### src/rtl/sts_pkg.sv
`timescale 1ns / 1ps

package sts_pkg;

    localparam int MAX_TOKEN_LEN = 255;
    localparam int RUN_W         = $clog2(MAX_TOKEN_LEN + 1);
    localparam int NUM_CAND      = 4;
    localparam int FIFO_DEPTH    = 4;
    localparam int PTR_W         = $clog2(FIFO_DEPTH);
    localparam int CNT_W         = PTR_W + 1;

    typedef logic [RUN_W-1:0] t_run;

    // Character codes
    localparam logic [7:0] CH_SPACE = 8'h20;
    localparam logic [7:0] CH_NL    = 8'h0A;
    localparam logic [7:0] CH_SEMI  = 8'h3B;
    localparam logic [7:0] CH_LPAR  = 8'h28;
    localparam logic [7:0] CH_RPAR  = 8'h29;
    localparam logic [7:0] CH_LBRC  = 8'h7B;
    localparam logic [7:0] CH_RBRC  = 8'h7D;
    localparam logic [7:0] CH_COMMA = 8'h2C;
    localparam logic [7:0] CH_DOT   = 8'h2E;
    localparam logic [7:0] CH_MINUS = 8'h2D;
    localparam logic [7:0] CH_PLUS  = 8'h2B;
    localparam logic [7:0] CH_STAR  = 8'h2A;
    localparam logic [7:0] CH_BANG  = 8'h21;
    localparam logic [7:0] CH_EQ    = 8'h3D;

    // Token kinds
    localparam logic [4:0] K_NEWLINE = 5'd0;
    localparam logic [4:0] K_SEMI    = 5'd1;
    localparam logic [4:0] K_LPAR    = 5'd2;
    localparam logic [4:0] K_RPAR    = 5'd3;
    localparam logic [4:0] K_LBRC    = 5'd4;
    localparam logic [4:0] K_RBRC    = 5'd5;
    localparam logic [4:0] K_COMMA   = 5'd6;
    localparam logic [4:0] K_DOT     = 5'd7;
    localparam logic [4:0] K_MINUS   = 5'd8;
    localparam logic [4:0] K_PLUS    = 5'd9;
    localparam logic [4:0] K_STAR    = 5'd10;
    localparam logic [4:0] K_BANG    = 5'd11;
    localparam logic [4:0] K_BANG_EQ = 5'd12;
    localparam logic [4:0] K_EQ      = 5'd13;
    localparam logic [4:0] K_EQ_EQ   = 5'd14;
    localparam logic [4:0] K_IDENT   = 5'd15;
    localparam logic [4:0] K_NUMBER  = 5'd16;
    localparam logic [4:0] K_UNKNOWN = 5'd17;
    localparam logic [4:0] K_END     = 5'd18;

    typedef enum logic [4:0] {
        MODE_IDLE  = 5'b00001,
        MODE_IDENT = 5'b00010,
        MODE_NUM   = 5'b00100,
        MODE_BANG  = 5'b01000,
        MODE_EQ    = 5'b10000
    } t_mode;

    typedef struct packed {
        logic [7:0] ch;
        logic       end_of_text;
    } t_sts_in;

    typedef struct packed {
        logic [4:0]  token_kind;
        logic [7:0]  token_length;
        logic [15:0] line_number;
        logic        last_result;
    } t_sts_out;

    typedef struct packed {
        t_mode       mode;
        t_run        run_length;
        logic [15:0] line_count;
    } t_sts_state;

endpackage

### src/rtl/sts_lexer.sv
`timescale 1ns / 1ps

module sts_lexer import sts_pkg::*; (
    input  t_sts_in                   i_item,
    input  t_sts_state                i_state,
    output t_sts_state                o_state,
    output t_sts_out [NUM_CAND-1:0]   o_tok,
    output logic     [NUM_CAND-1:0]   o_tok_valid
);

    function automatic logic [7:0] clamp_len(t_run run);
        logic [RUN_W+7:0] wide;
        wide = (RUN_W + 8)'(run);
        if (wide > (RUN_W + 8)'(255)) begin
            return 8'hFF;
        end
        return wide[7:0];
    endfunction

    function automatic t_run grow(t_run run);
        if (run < RUN_W'(MAX_TOKEN_LEN)) begin
            return run + RUN_W'(1);
        end
        return run;
    endfunction

    // Token for whatever is pending in the given mode; valid low when nothing is.
    function automatic logic [$bits(t_sts_out):0] flush_tok(t_mode m, t_run run,
                                                           logic [15:0] line);
        t_sts_out t;
        logic     v;
        t.token_kind   = K_UNKNOWN;
        t.token_length = 8'd1;
        t.line_number  = line;
        t.last_result  = 1'b0;
        v = 1'b1;
        case (m)
            MODE_IDENT: begin
                t.token_kind   = K_IDENT;
                t.token_length = clamp_len(run);
            end
            MODE_NUM: begin
                t.token_kind   = K_NUMBER;
                t.token_length = clamp_len(run);
            end
            MODE_BANG: t.token_kind = K_BANG;
            MODE_EQ:   t.token_kind = K_EQ;
            default:   v = 1'b0;
        endcase
        return {v, t};
    endfunction

    logic        is_letter;
    logic        is_digit;
    logic        consumed;
    t_mode       mode1;
    t_mode       mode2;
    t_run        run1;
    t_run        run2;
    logic [15:0] line2;
    t_sts_out    tk [NUM_CAND];
    logic [NUM_CAND-1:0] tv;

    always_comb begin
        is_letter = i_item.ch inside {[8'h61:8'h7A], [8'h41:8'h5A]};
        is_digit  = i_item.ch inside {[8'h30:8'h39]};

        for (int i = 0; i < NUM_CAND; i++) begin
            tk[i].token_kind   = K_END;
            tk[i].token_length = 8'd1;
            tk[i].line_number  = i_state.line_count;
            tk[i].last_result  = 1'b0;
        end
        tv = '0;

        // Extend or close the pending token
        consumed = 1'b1;
        mode1    = i_state.mode;
        run1     = i_state.run_length;
        if (i_state.mode == MODE_IDENT && is_letter) begin
            run1 = grow(i_state.run_length);
        end else if (i_state.mode == MODE_NUM && is_digit) begin
            run1 = grow(i_state.run_length);
        end else if (i_state.mode == MODE_BANG && i_item.ch == CH_EQ) begin
            tv[0] = 1'b1;
            tk[0].token_kind   = K_BANG_EQ;
            tk[0].token_length = 8'd2;
            mode1 = MODE_IDLE;
        end else if (i_state.mode == MODE_EQ && i_item.ch == CH_EQ) begin
            tv[0] = 1'b1;
            tk[0].token_kind   = K_EQ_EQ;
            tk[0].token_length = 8'd2;
            mode1 = MODE_IDLE;
        end else begin
            consumed = 1'b0;
            {tv[0], tk[0]} = flush_tok(i_state.mode, i_state.run_length,
                                       i_state.line_count);
            mode1 = MODE_IDLE;
            run1  = '0;
        end

        // Scan the byte as the start of a new token
        mode2 = mode1;
        run2  = run1;
        line2 = i_state.line_count;
        if (!consumed) begin
            tv[1] = 1'b1;
            case (i_item.ch)
                CH_SPACE: tv[1] = 1'b0;
                CH_NL: begin
                    tk[1].token_kind = K_NEWLINE;
                    if (i_state.line_count != 16'hFFFF) begin
                        line2 = i_state.line_count + 16'd1;
                    end
                end
                CH_SEMI:  tk[1].token_kind = K_SEMI;
                CH_LPAR:  tk[1].token_kind = K_LPAR;
                CH_RPAR:  tk[1].token_kind = K_RPAR;
                CH_LBRC:  tk[1].token_kind = K_LBRC;
                CH_RBRC:  tk[1].token_kind = K_RBRC;
                CH_COMMA: tk[1].token_kind = K_COMMA;
                CH_DOT:   tk[1].token_kind = K_DOT;
                CH_MINUS: tk[1].token_kind = K_MINUS;
                CH_PLUS:  tk[1].token_kind = K_PLUS;
                CH_STAR:  tk[1].token_kind = K_STAR;
                CH_BANG: begin
                    tv[1] = 1'b0;
                    mode2 = MODE_BANG;
                end
                CH_EQ: begin
                    tv[1] = 1'b0;
                    mode2 = MODE_EQ;
                end
                default: begin
                    if (is_letter) begin
                        tv[1] = 1'b0;
                        mode2 = MODE_IDENT;
                        run2  = RUN_W'(1);
                    end else if (is_digit) begin
                        tv[1] = 1'b0;
                        mode2 = MODE_NUM;
                        run2  = RUN_W'(1);
                    end else begin
                        tk[1].token_kind = K_UNKNOWN;
                    end
                end
            endcase
        end

        // Last byte: flush, then the end token, then drop back to reset state
        o_state.mode       = mode2;
        o_state.run_length = run2;
        o_state.line_count = line2;
        if (i_item.end_of_text) begin
            {tv[2], tk[2]} = flush_tok(mode2, run2, line2);
            tv[3] = 1'b1;
            tk[3].token_kind   = K_END;
            tk[3].token_length = 8'd0;
            tk[3].line_number  = line2;
            o_state.mode       = MODE_IDLE;
            o_state.run_length = '0;
            o_state.line_count = 16'd1;
        end

        for (int i = 0; i < NUM_CAND; i++) begin
            tk[i].last_result = tv[i] && ((tv >> (i + 1)) == '0);
            o_tok[i] = tk[i];
        end
        o_tok_valid = tv;
    end

endmodule

### src/rtl/source_token_scanner.sv
`timescale 1ns / 1ps

// Byte-stream lexical scanner.
// Input channel (i_in_valid / o_in_ready / i_in_data): one source byte per
// request, with end_of_text set on the final byte of a text.
// Output channel (o_out_valid / i_out_ready / o_out_data): one token per
// request carrying kind, length, line number and a flag on the last token
// caused by a byte. A byte yields zero to three tokens.
// Timing: a byte is held in the input register while the lexer scans it, and
// its tokens are written to a four-entry output buffer when that register
// advances; the first token is offered from the buffer after that write.
// Throughput: one byte per cycle while tokens leave at least as fast as they
// are made. The input register advances only when the output buffer has
// room for all tokens of its byte, so a byte giving two or three tokens
// holds the input only while the buffer lacks room for them.
// A stalled receiver fills the buffer; o_in_ready then goes low whenever the
// held byte's tokens do not fit, and nothing is dropped.
// Reset empties both registers and returns to idle scanning on line one.

module source_token_scanner import sts_pkg::*; (
    input  logic     i_clk,
    input  logic     i_rst_n,
    input  logic     i_in_valid,
    output logic     o_in_ready,
    input  t_sts_in  i_in_data,
    output logic     o_out_valid,
    input  logic     i_out_ready,
    output t_sts_out o_out_data
);

    logic       r_in_valid;
    t_sts_in    r_in;
    t_sts_state r_state;
    t_sts_state n_state;

    t_sts_out   r_fifo [FIFO_DEPTH];
    logic [PTR_W-1:0] r_wptr;
    logic [PTR_W-1:0] r_rptr;
    logic [CNT_W-1:0] r_count;

    t_sts_out [NUM_CAND-1:0] tok;
    logic     [NUM_CAND-1:0] tok_valid;
    logic [PTR_W-1:0] wr_idx [NUM_CAND];
    logic [CNT_W-1:0] ntok;
    logic [CNT_W:0]   fill_after;
    logic             pop;
    logic             adv;

    sts_lexer u_lexer (
        .i_item      (r_in),
        .i_state     (r_state),
        .o_state     (n_state),
        .o_tok       (tok),
        .o_tok_valid (tok_valid)
    );

    // Pack the valid tokens into consecutive buffer slots
    always_comb begin
        ntok = '0;
        for (int i = 0; i < NUM_CAND; i++) begin
            wr_idx[i] = r_wptr + PTR_W'(ntok);
            ntok = ntok + CNT_W'(tok_valid[i]);
        end
    end

    assign pop         = (r_count != '0) && i_out_ready;
    assign fill_after  = (CNT_W + 1)'(r_count) - (CNT_W + 1)'(pop) + (CNT_W + 1)'(ntok);
    assign adv         = r_in_valid && (fill_after <= (CNT_W + 1)'(FIFO_DEPTH));
    assign o_in_ready  = !r_in_valid || adv;
    assign o_out_valid = (r_count != '0);
    assign o_out_data  = r_fifo[r_rptr];

    always_ff @(posedge i_clk) begin
        if (!i_rst_n) begin
            r_in_valid         <= 1'b0;
            r_state.mode       <= MODE_IDLE;
            r_state.run_length <= '0;
            r_state.line_count <= 16'd1;
            r_wptr             <= '0;
            r_rptr             <= '0;
            r_count            <= '0;
        end else begin
            if (o_in_ready) begin
                r_in_valid <= i_in_valid;
            end
            if (adv) begin
                r_state <= n_state;
                r_wptr  <= r_wptr + PTR_W'(ntok);
            end
            if (pop) begin
                r_rptr <= r_rptr + PTR_W'(1);
            end
            r_count <= r_count - CNT_W'(pop) + (adv ? ntok : '0);
        end
    end

    always_ff @(posedge i_clk) begin
        if (o_in_ready && i_in_valid) begin
            r_in <= i_in_data;
        end
        if (adv) begin
            for (int i = 0; i < NUM_CAND; i++) begin
                if (tok_valid[i]) begin
                    r_fifo[wr_idx[i]] <= tok[i];
                end
            end
        end
    end

endmodule

### config.mk
export PLATFORM = sky130hd
export DESIGN_NAME = source_token_scanner
export DESIGN_NICKNAME = d
export VERILOG_FILES = /design/src/rtl/sts_pkg.sv /design/src/rtl/sts_lexer.sv /design/src/rtl/source_token_scanner.sv
export SDC_FILE = /design/constraint.sdc
export NUM_CORES = 1
export LEC_CHECK = 0
export BUFFER_PORTS_ARGS = -buffer_cell sky130_fd_sc_hd__buf_4
export CORE_AREA = 2 2 151 153
export DETAILED_ROUTE_END_ITERATION = 8
export DIE_AREA = 0 0 153 155
export PLACE_DENSITY = 0.72
export SETUP_SLACK_MARGIN = 0.1
export SLEW_MARGIN = 25
export SYNTH_ARGS = -nofsm -noshare
export SYNTH_HDL_FRONTEND = slang
export SYNTH_SLANG_ARGS = --single-unit
export TNS_END_PERCENT = 10
### constraint.sdc
create_clock -name i_clk -period 7.2 [get_ports i_clk]
set_input_delay 0.72 -clock i_clk [delete_from_list [all_inputs] [get_ports i_clk]]
set_output_delay 0.72 -clock i_clk [all_outputs]
set_load 0.005 [all_outputs]
==> metrics.yaml, run 1 <==
floorplanning:
  initial_core_util_pct: 45.1
  die_width_um: 153
  io_pins: 45
  core_um2: 22200
  dieArea_um2: 23700
  rows: 55
  fp.dieH_um: 155
final_layout:
  final_util_pct: 51.6
  area_delta_synth_final_pct: 14.4
  final_cell_count_no_fill: 1335
  fillers: 1953
  drive_above_1_share_pct: 20.2
  layout_commonest_cell: "buf_4"
  mostFrequentLayoutCells: "buf_4 (93), dfxtp_1 (86), edfxtp_1 (81), nor2_1 (79), nand2_1 (71)"
  diodes: 0
  fin_nets: 1071
logic_synthesis:
  yosysSeqAreaShare_pct: 41.6
  yosys_most_used_dff: "dfxtp_1"
  ys_seq_elements: 168
  synth_mux_area_share_pct: 12.1
  synthCells: 1005
  synth_area_um2: 10000
  synthXorXnorAreaFrac_pct: 5.14
  synthAdderAreaFrac_pct: 2.92
  syn_nets: 1039
  synth_compound_area_share_pct: 15.7
  synthSimpleGateAreaFrac_pct: 17.8
  synth_area_leaders: "edfxtp_1 (24%), dfxtp_1 (17%), mux4_2 (6.7%)"
  yosysTopAreaCellShare_pct: 24.3
  synth_top_family_by_area: "simple AND/OR/NAND/NOR gates"
  synth-edff-count: 81
  yosys_warnings: 0
  synthDistinctLibCells: 82
  synth.avg_cell_area_um2: 9.98
  ys_async_sr_fraction_pct: 0
  yosysTopAreaCell: "edfxtp_1"
clock_network:
  clock_latency_ns: 0.43
  clock_tree.root_cell: "clkbuf_16"
  htree_num_levels: 4
  cts_tree: "yes"
  holdBufCountCts: 0
  path_clk_slew_ns: 0.07
  clk_path_buf_depth: 2
  cts_made_buffers: 17
  cts.sinks: 168
hold_path:
  min_path_type: "in -> reg"
  hold_path_depth: 1
worst_setup_path:
  critPathArrivalTime_ns: 7.10
  critPathRequiredTime_ns: 7.34
  cp_max_fo: 7
  crit_type: "reg -> reg"
  crit_path_start_kind: "flip-flop"
  reg2reg_depth: 20
  end_kind: "flip-flop"
global_route:
  met1_usage_pct: 29.5
  grt.met2_usage_pct: 39.9
  grt_start_max_net_pins: 41
  antenna_found_initial: 0
  busiest_layer: "met2"
  grt_usage_pct: 23.5
  gr-total-overflow: 0
  grt_pass1_wl_um: 44100
  grt_use_met3_pct: 4.40
  grt_pass1_vias: 8065
route:
  drt_wl_total_um: 28000
  viasPerCell: 6.26
  drt_first_pass_iters: 6
  drc_errors: 0
  antenna_left: 0
  wire_per_inst_um: 20.9
  vias: 8353
  drt_iter0_markers: 875
sta:
  relSlewSlack_pct: 37.7
  whs_ns: 0.457
  fin_skew_ns: 0.0159
  min_period_ns: 6.96
  tightestPinTransition_ns: 0.935
  finalHoldViolCount: 0
  min_period_over_period_pct: 96.6
  setup_viol: 0
  fin_tns_setup_ns: 0
  rsz0062_at_grt: "yes"
  slew_viol_final: 0
  fmax_ghz: 0.144
pwr:
  p_leak_uw: 0.00398
  power.total_uw: 4300
  p_switching_uw: 1680
  pwr-share-comb_pct: 47.4
  power_density_nw_per_um2: 374
  clockPowerShare_pct: 21.7
  ir_drop_uv: 218
  seqPwrFrac_pct: 30.9
  intPower_uw: 2620
  swShare_pct: 39.1
placement:
  io_buffers: 44
  gp_congestion: 0.931
  placedCellCount: 1296
  hpwl_um: 18500
status:
  status: "finished clean"
job:
  cap_viol_max_count: 0
[Yosys cell counts (27+ instances only)]
library cell   n
dfxtp_1       87
mux4_2        30
xor2_1        30
edfxtp_1      81
xnor2_1       27
clkbuf_1      55
o21ai_0       45
nand3_1       30
nor2_1        79
nand4_1       36
nand2_1       71
mux2i_1       29
a21oi_1       51
[layout make-up]
class                      instances  area, µm²  area share [%]
clock buffer                      18        429            3.74
sequential                       168       4180            36.4
inverter                          28        105           0.916
tap                              285        357            3.11
multi-input combinational        726       5480            47.8
clock inverter                    14        163            1.42
timing repair buffer              96        763            6.65
[stage by stage]
stage	cell area [µm²]	setup slack, ns
final	11500	0.245
after global routing	11500	0.0548
after CTS	11400	0.0283
after detailed placement	10800	-0.0691
after global placement	10800	0.0985
after floorplan	10000	0.376
[final timing paths]
kind | end | start | slack, ns
max | r_fifo[3][17] | r_in[8] | 0.24
min | r_in[3] | i_in_data[3] | 0.46
max reg2reg | r_fifo[3][17] | r_in[8] | 0.24
min reg2reg | r_state[17] | r_state[17] | 0.50
[registers in the layout, summed over array words and instances (netlist names), named ones only]
register,count
r_wptr,2
r_count,3
r_in_valid,1
r_fifo,120
r_state,29
r_rptr,2
r_in,9
[power by group through the flow]
stage	clock [µW]	combinational, µW	sequential, µW
4_1_cts	939	1920	1330
3_5_place_dp	0	1900	1350
2_1_floorplan	0	1270	1310
5_1_grt	982	2200	1350
3_3_place_gp	0	1860	1330
6_report	932	2040	1330
[what timing repair did]
action / CTS / global route
hold endpoints to repair: 0 / 0
gates resized for setup: 1 / 7
buffers inserted: 0 / 6
setup endpoints to repair: 36 / 95
gates cloned: 0 / 1
pin swaps: 0 / 3
[layer usage]
metal	part of all wire [%]	routed length, µm
met1	40	11100
met2	50	13900
met3	7.6	2130
met4	2.9	810
met5	0	0
[worst max-delay path: stages, from the launching register on]
cell and delay (ns):
edfxtp_1 0.38, or3b_1 0.45, o32a_1 0.37, a211o_4 0.37, a21bo_2 0.28, fa_1 0.55
inv_1 0.06, ha_1 0.17, inv_1 0.06, fa_1 0.46, ha_1 0.35, fa_1 0.55
nor2b_1 0.14, o32a_1 0.19, buf_4 0.13, and3_1 0.40, buf_4 0.24, nand3_1 0.25
a31oi_1 0.50, a21boi_0 0.59, a211oi_1 0.17
[cell families (layout without fill, tap and decap cells)]
group | after synthesis | count (layout)
mux | 81 | 81
simple gates | 335 | 335
fa+ha+maj | 21 | 21
compound gates | 231 | 231
xor+xnor | 58 | 58
buf+inv | 111 | 156
flops | 168 | 168
(Power assumes the default switching activity.)
==> run 2, diff against run 1 <==
CORE_AREA = 4 4 153 155   (was 2 2 151 153)
CTS_BUF_LIST = sky130_fd_sc_hd__clkbuf_4 sky130_fd_sc_hd__clkbuf_8   (was default)
DIE_AREA = 0 0 157 159   (was 0 0 153 155)
==> metrics.yaml, run 2 (same netlist as run 1, synthesis figures left out) <==
final_layout:
  fin_nets: 1063  # -0.75%
  diodes: 0  # unchanged
  area_delta_synth_final_pct: 11.3
  fillers: 1968  # +0.77%
  layout_commonest_cell: "buf_4"
  largest_reg_flops: 120  # unchanged
  drive_above_1_share_pct: 19.8  # -0.42 points
  fin_area_um2: 11200  # -2.7%
  mostFrequentLayoutCells: "buf_4 (88), dfxtp_1 (86), edfxtp_1 (81), nor2_1 (79), nand2_1 (71)"
sta:
  tightestPinTransition_ns: 0.951  # +0.0160 ns
  setup_viol: 0  # unchanged
  fin_skew_ns: 0.0122  # -0.00372 ns
  rsz0062_at_grt: "yes"
  relSlewSlack_pct: 36.6  # -1.1 points
  fin_tns_setup_ns: 0  # unchanged
  slew_viol_final: 0  # unchanged
  min_period_over_period_pct: 94.5  # -2.1 points
  fmax_ghz: 0.147  # +2.3%
  min_period_ns: 6.80  # -0.153 ns
  finalHoldViolCount: 0  # unchanged
clock_network:
  holdBufCountCts: 0  # unchanged
  cts_tree: "yes"
  path_clk_slew_ns: 0.09  # +0.02 ns
  cts_made_buffers: 17  # unchanged
  clock_latency_ns: 0.46  # +0.03 ns
  cts.sinks: 168  # unchanged
  htree_num_levels: 4  # unchanged
  clock_tree.root_cell: "clkbuf_8"
  clk_path_buf_depth: 2  # unchanged
worst_setup_path:
  end_kind: "flip-flop"
  critPathRequiredTime_ns: 7.39  # +0.05 ns
  crit_type: "reg -> reg"
  slowest_delay_ns: 0.54  # -0.05 ns
  cp_cell_sequence: "or3b_1 > o32a_1 > a211o_4 > a21bo_2 > fa_1 > inv_1 > ha_1 > inv_1 > fa_1 > ha_1 > fa_1 > nor2b_1 > o32a_1 > nand4_1 > a21o_1 > mux2_2 > ha_1 > xnor2_2 > xor2_2 > nor2_1 > or3_1 > buf_4"
  critPathArrivalTime_ns: 7.00  # -0.10 ns
  cp_max_fo: 18  # +11
  crit_path_start_kind: "flip-flop"
  crit_slowest_cell: "fa_1"
floorplanning:
  dieArea_um2: 25000  # +5.3%
  core_um2: 21800  # -1.8%
  die_width_um: 157  # +2.6%
  fp.dieH_um: 159  # +2.6%
  rows: 54  # -1.8%
  io_pins: 45  # unchanged
  initial_core_util_pct: 45.9  # +0.84 points
global_route:
  grt_pass1_vias: 8254  # +2.3%
  grt_start_max_net_pins: 41  # unchanged
  grt_pass1_wl_um: 44300  # +0.58%
  grt_usage_pct: 22.0  # -1.5 points
  antenna_found_initial: 0  # unchanged
  gr-total-overflow: 0  # unchanged
job:
  cap_viol_max_count: 0  # unchanged
pwr:
  power_density_nw_per_um2: 355  # -5.2%
  ir_drop_uv: 196  # -10%
  p_leak_uw: 0.00387  # -2.9%
route:
  wire_per_inst_um: 20.9  # -0.35%
  drt_iter0_markers: 1050  # +20%
  drc_errors: 0  # unchanged
  drt_wl_total_um: 27600  # -1.3%
  antenna_left: 0  # unchanged
  viasPerCell: 6.35  # +1.5%
  drt_first_pass_iters: 6  # unchanged
  vias: 8398  # +0.54%
hold_path:
  min_path_type: "in -> reg"
placement:
  hpwl_um: 18600  # +0.11%
  io_buffers: 44  # unchanged
  dpl_cell_area_um2: 10700  # -0.45%
  gp_congestion: 0.941  # +1.0%
status:
  status: "finished clean"
run 2: cell type report:
cell class | count | area [µm²] | share of cell area, %
multi-input cells | 726 | 5450 | 48.9
flip-flops and latches | 168 | 4180 | 37.4
repair buffers | 88 | 661 | 5.92
well taps | 280 | 350 | 3.14
clock buffers | 22 | 278 | 2.49
clock inverters | 10 | 141 | 1.27
inverters | 28 | 105 | 0.941
run 2: path summary, 6_finish.rpt:
kind                 from       endpoint  slack (ns)  cells past startpoint
min          i_in_data[2]        r_in[2]        0.42                      1
max reg2reg       r_in[8]  r_fifo[2][10]        0.40                     22
max               r_in[8]  r_fifo[2][10]        0.40                     22
min reg2reg   r_state[17]    r_state[17]        0.51                      2
run 2: per-stage QoR:
| step | instances | hold WS (ns) | power (µW) | utilization (%) | setup slack (ns) |
|---|---|---|---|---|---|
| 2_1_floorplan | 1005 | 0.462 | 2580 | - | 0.376 |
| 3_3_place_gp | 1287 | 0.486 | 3180 | 49.1 | 0.371 |
| 3_5_place_dp | 1287 | 0.503 | 3220 | 49.1 | 0.230 |
| 4_1_cts | 1319 | 0.409 | 3960 | 51.0 | 0.193 |
| 5_1_grt | 1322 | 0.400 | 4210 | 51.2 | 0.0714 |
| 6_report | 1322 | 0.425 | 3960 | 51.2 | 0.398 |
run 2: worst max-delay path, delay by kind of cell, from the launching register on:
kind	cells	cell delay, ns
adder cells (fa/ha/maj)	6	2.27
AO/OA/AOI/OAI	5	1.48
AND/OR/NAND/NOR	5	1.15
XOR/XNOR	2	0.52
flip-flops	1	0.44
buffers and inverters	3	0.37
multiplexers	1	0.30
run 2: layer usage:
metal,vias to the layer above,track usage (%),share of wire (%)
met5,-,0,0
met4,0,8.05,3.3
met3,73,3.86,6.8
met2,416,36.4,48
met1,4084,29.0,41
li1,3825,-,-
run 2: timing repair:
item	in CTS	in global routing
gates resized for setup	0	4
setup endpoints to repair	0	103
buffers inserted	0	3
run 2: where the power goes:
part           switching [µW]  internal, µW
Clock                     361           371
Combinational            1130           768
Sequential               98.4          1240
==> run 3, diff against run 2 <==
CTS_BUF_LIST = default   (was sky130_fd_sc_hd__clkbuf_4 sky130_fd_sc_hd__clkbuf_8)
RECOVER_POWER = 25   (was default)
==> metrics.yaml, run 3 (same netlist as run 1, synthesis figures left out) <==
floorplanning:
  fp.dieH_um: 159  # unchanged
  rows: 54  # unchanged
  core_um2: 21800  # unchanged
  die_width_um: 157  # unchanged
  initial_core_util_pct: 45.9  # unchanged
  dieArea_um2: 25000  # unchanged
  io_pins: 45  # unchanged
clock_network:
  cts_tree: "yes"
  htree_num_levels: 4  # unchanged
  clock_tree.root_cell: "clkbuf_16"
  path_clk_slew_ns: 0.07  # -0.02 ns
  holdBufCountCts: 0  # unchanged
  cts_made_buffers: 17  # unchanged
  cts.sinks: 168  # unchanged
  clock_latency_ns: 0.43  # -0.03 ns
  clk_path_buf_depth: 2  # unchanged
sta:
  slew_viol_final: 31  # +31
  rsz0062_at_grt: "yes"
  setup_viol: 0  # unchanged
  finalHoldViolCount: 0  # unchanged
  min_period_over_period_pct: 94.5  # about the same
  fmax_ghz: 0.147  # about the same
  tightestPinTransition_ns: 2.75  # +1.80 ns
  min_period_ns: 6.81  # +0.00501 ns
  fin_skew_ns: 0.00866  # -0.00354 ns
  fin_tns_setup_ns: 0  # unchanged
  relSlewSlack_pct: -83.5  # -120 points
final_layout:
  mostFrequentLayoutCells: "dfxtp_1 (86), edfxtp_1 (81), nor2_1 (79), nand2_1 (71), a21oi_1 (51)"
  drive_above_1_share_pct: 18.3  # -1.4 points
  final_cell_count_no_fill: 1322  # unchanged
  fin_nets: 1063  # unchanged
  area_delta_synth_final_pct: 12.5
  largest_reg_flops: 120  # unchanged
  diodes: 0  # unchanged
  layout_commonest_cell: "dfxtp_1"
  final_util_pct: 51.7  # +0.54 points
  fillers: 1945  # -1.2%
pwr:
  power_density_nw_per_um2: 364  # +2.5%
  ir_drop_uv: 217  # +11%
  p_leak_uw: 0.00389  # +0.61%
status:
  violations: "max-capacitance violations, max-slew violations"
  status: "finished, violations left"
route:
  vias: 8324  # -0.88%
  wire_per_inst_um: 20.8  # -0.13%
  drt_wl_total_um: 27600  # -0.13%
  drc_errors: 0  # unchanged
  drt_first_pass_iters: 6  # unchanged
  viasPerCell: 6.30  # -0.88%
  drt_iter0_markers: 1055  # +0.48%
  antenna_left: 0  # unchanged
hold_path:
  min_path_type: "in -> reg"
  min_to: "r_in[2]"
  hp-start: "i_in_data[2]"
  hold_path_depth: 1  # unchanged
worst_setup_path:
  crit_cells: 22  # unchanged
  slowest_delay_ns: 0.55  # about the same
  crit_slowest_cell: "fa_1"
  critPathRequiredTime_ns: 7.36  # -0.03 ns
  reg2reg_depth: 22  # unchanged
  critPathArrivalTime_ns: 6.97  # -0.03 ns
  rr_startpoint: "r_in[8]"
  setup.worst_path.start: "r_in[8]"
  critPathTopFamily: "adder cells"
  cp.buffers_inverters: 3  # unchanged
  rr_endpoint: "r_fifo[2][10]"
  crit_type: "reg -> reg"
  end_kind: "flip-flop"
  crit_path_start_kind: "flip-flop"
  rrSetupSlack_ns: 0.39  # about the same
  cp_cell_sequence: "or3b_1 > o32a_1 > a211o_4 > a21bo_1 > fa_1 > inv_1 > ha_1 > inv_1 > fa_1 > ha_1 > fa_1 > nor2b_1 > o32a_1 > nand4_1 > a21o_1 > mux2_2 > ha_1 > xnor2_2 > xor2_2 > nor2_1 > or3_1 > buf_4"
  cp_max_fo: 18  # unchanged
placement:
  gp_congestion: 0.941  # unchanged
  placedCellCount: 1287  # unchanged
  hpwl_um: 18600  # unchanged
  io_buffers: 44  # unchanged
job:
  cap_viol_max_count: 1  # +1
global_route:
  gr-total-overflow: 0  # unchanged
  grt_start_max_net_pins: 41  # unchanged
  grt_pass1_wl_um: 44600  # +0.62%
  grt_pass1_vias: 8275  # +0.25%
  grt_usage_pct: 22.2  # +0.16 points
  antenna_found_initial: 0  # unchanged
-- run 3: cell count changes in the layout (fill, tap and decap cells not counted), sizes merged --
cell / before / now
clkbuf: 22 / 69
buf: 88 / 44
bufinv: 3 / 0
-- run 3: stage by stage --
step | hold WS [ns] | cell area (µm²) | power, µW | worst slack [ns]
final | 0.480 | 11300 | 4100 | 0.393
after global routing | 0.469 | 11300 | 4360 | 0.0450
after CTS | 0.451 | 11300 | 4140 | 0.200
after detailed placement | 0.503 | 10700 | 3220 | 0.230
after global placement | 0.486 | 10700 | 3180 | 0.371
after floorplan | 0.462 | 10000 | 2580 | 0.376
-- run 3: routing by layer --
metal	wire, µm	vias up	global-route usage [%]	part of all wire (%)
met5	0	-	0	0
met2	13100	371	36.5	48
li1	-	3837	-	-
met1	11300	4026	29.3	41
met4	1050	0	8.09	3.8
met3	2050	90	3.97	7.4
-- run 3: worst max-delay path by stage --
stage	to	slack, ns
after floorplan	r_fifo[2][0]	0.38
after global placement	r_fifo[2][8]	0.37
after detailed placement	r_fifo[2][11]	0.23
after CTS	r_fifo[2][16]	0.20
after global routing	r_fifo[1][18]	0.05
final	r_fifo[2][10]	0.39
-- run 3: repair_timing --
action | in CTS | in global routing
setup endpoints to repair | 0 | 103
resized for setup | 0 | 4
setup buffers | 0 | 3
-- run 3: layout make-up --
| class | count | area [µm²] | area share [%] |
|---|---|---|---|
| clock buffers | 25 | 532 | 4.71 |
| clock inverters | 7 | 51.3 | 0.455 |
| inverters | 28 | 105 | 0.931 |
| multi-input cells | 726 | 5450 | 48.3 |
| flip-flops and latches | 168 | 4180 | 37.0 |
| well taps | 280 | 350 | 3.10 |
| repair buffers | 88 | 616 | 5.46 |
-- run 3: report_power, final --
group / total [µW] / switching (µW) / internal [µW]
Combinational: 1850 / 1120 / 733
Clock: 912 / 393 / 519
Sequential: 1340 / 98.5 / 1240
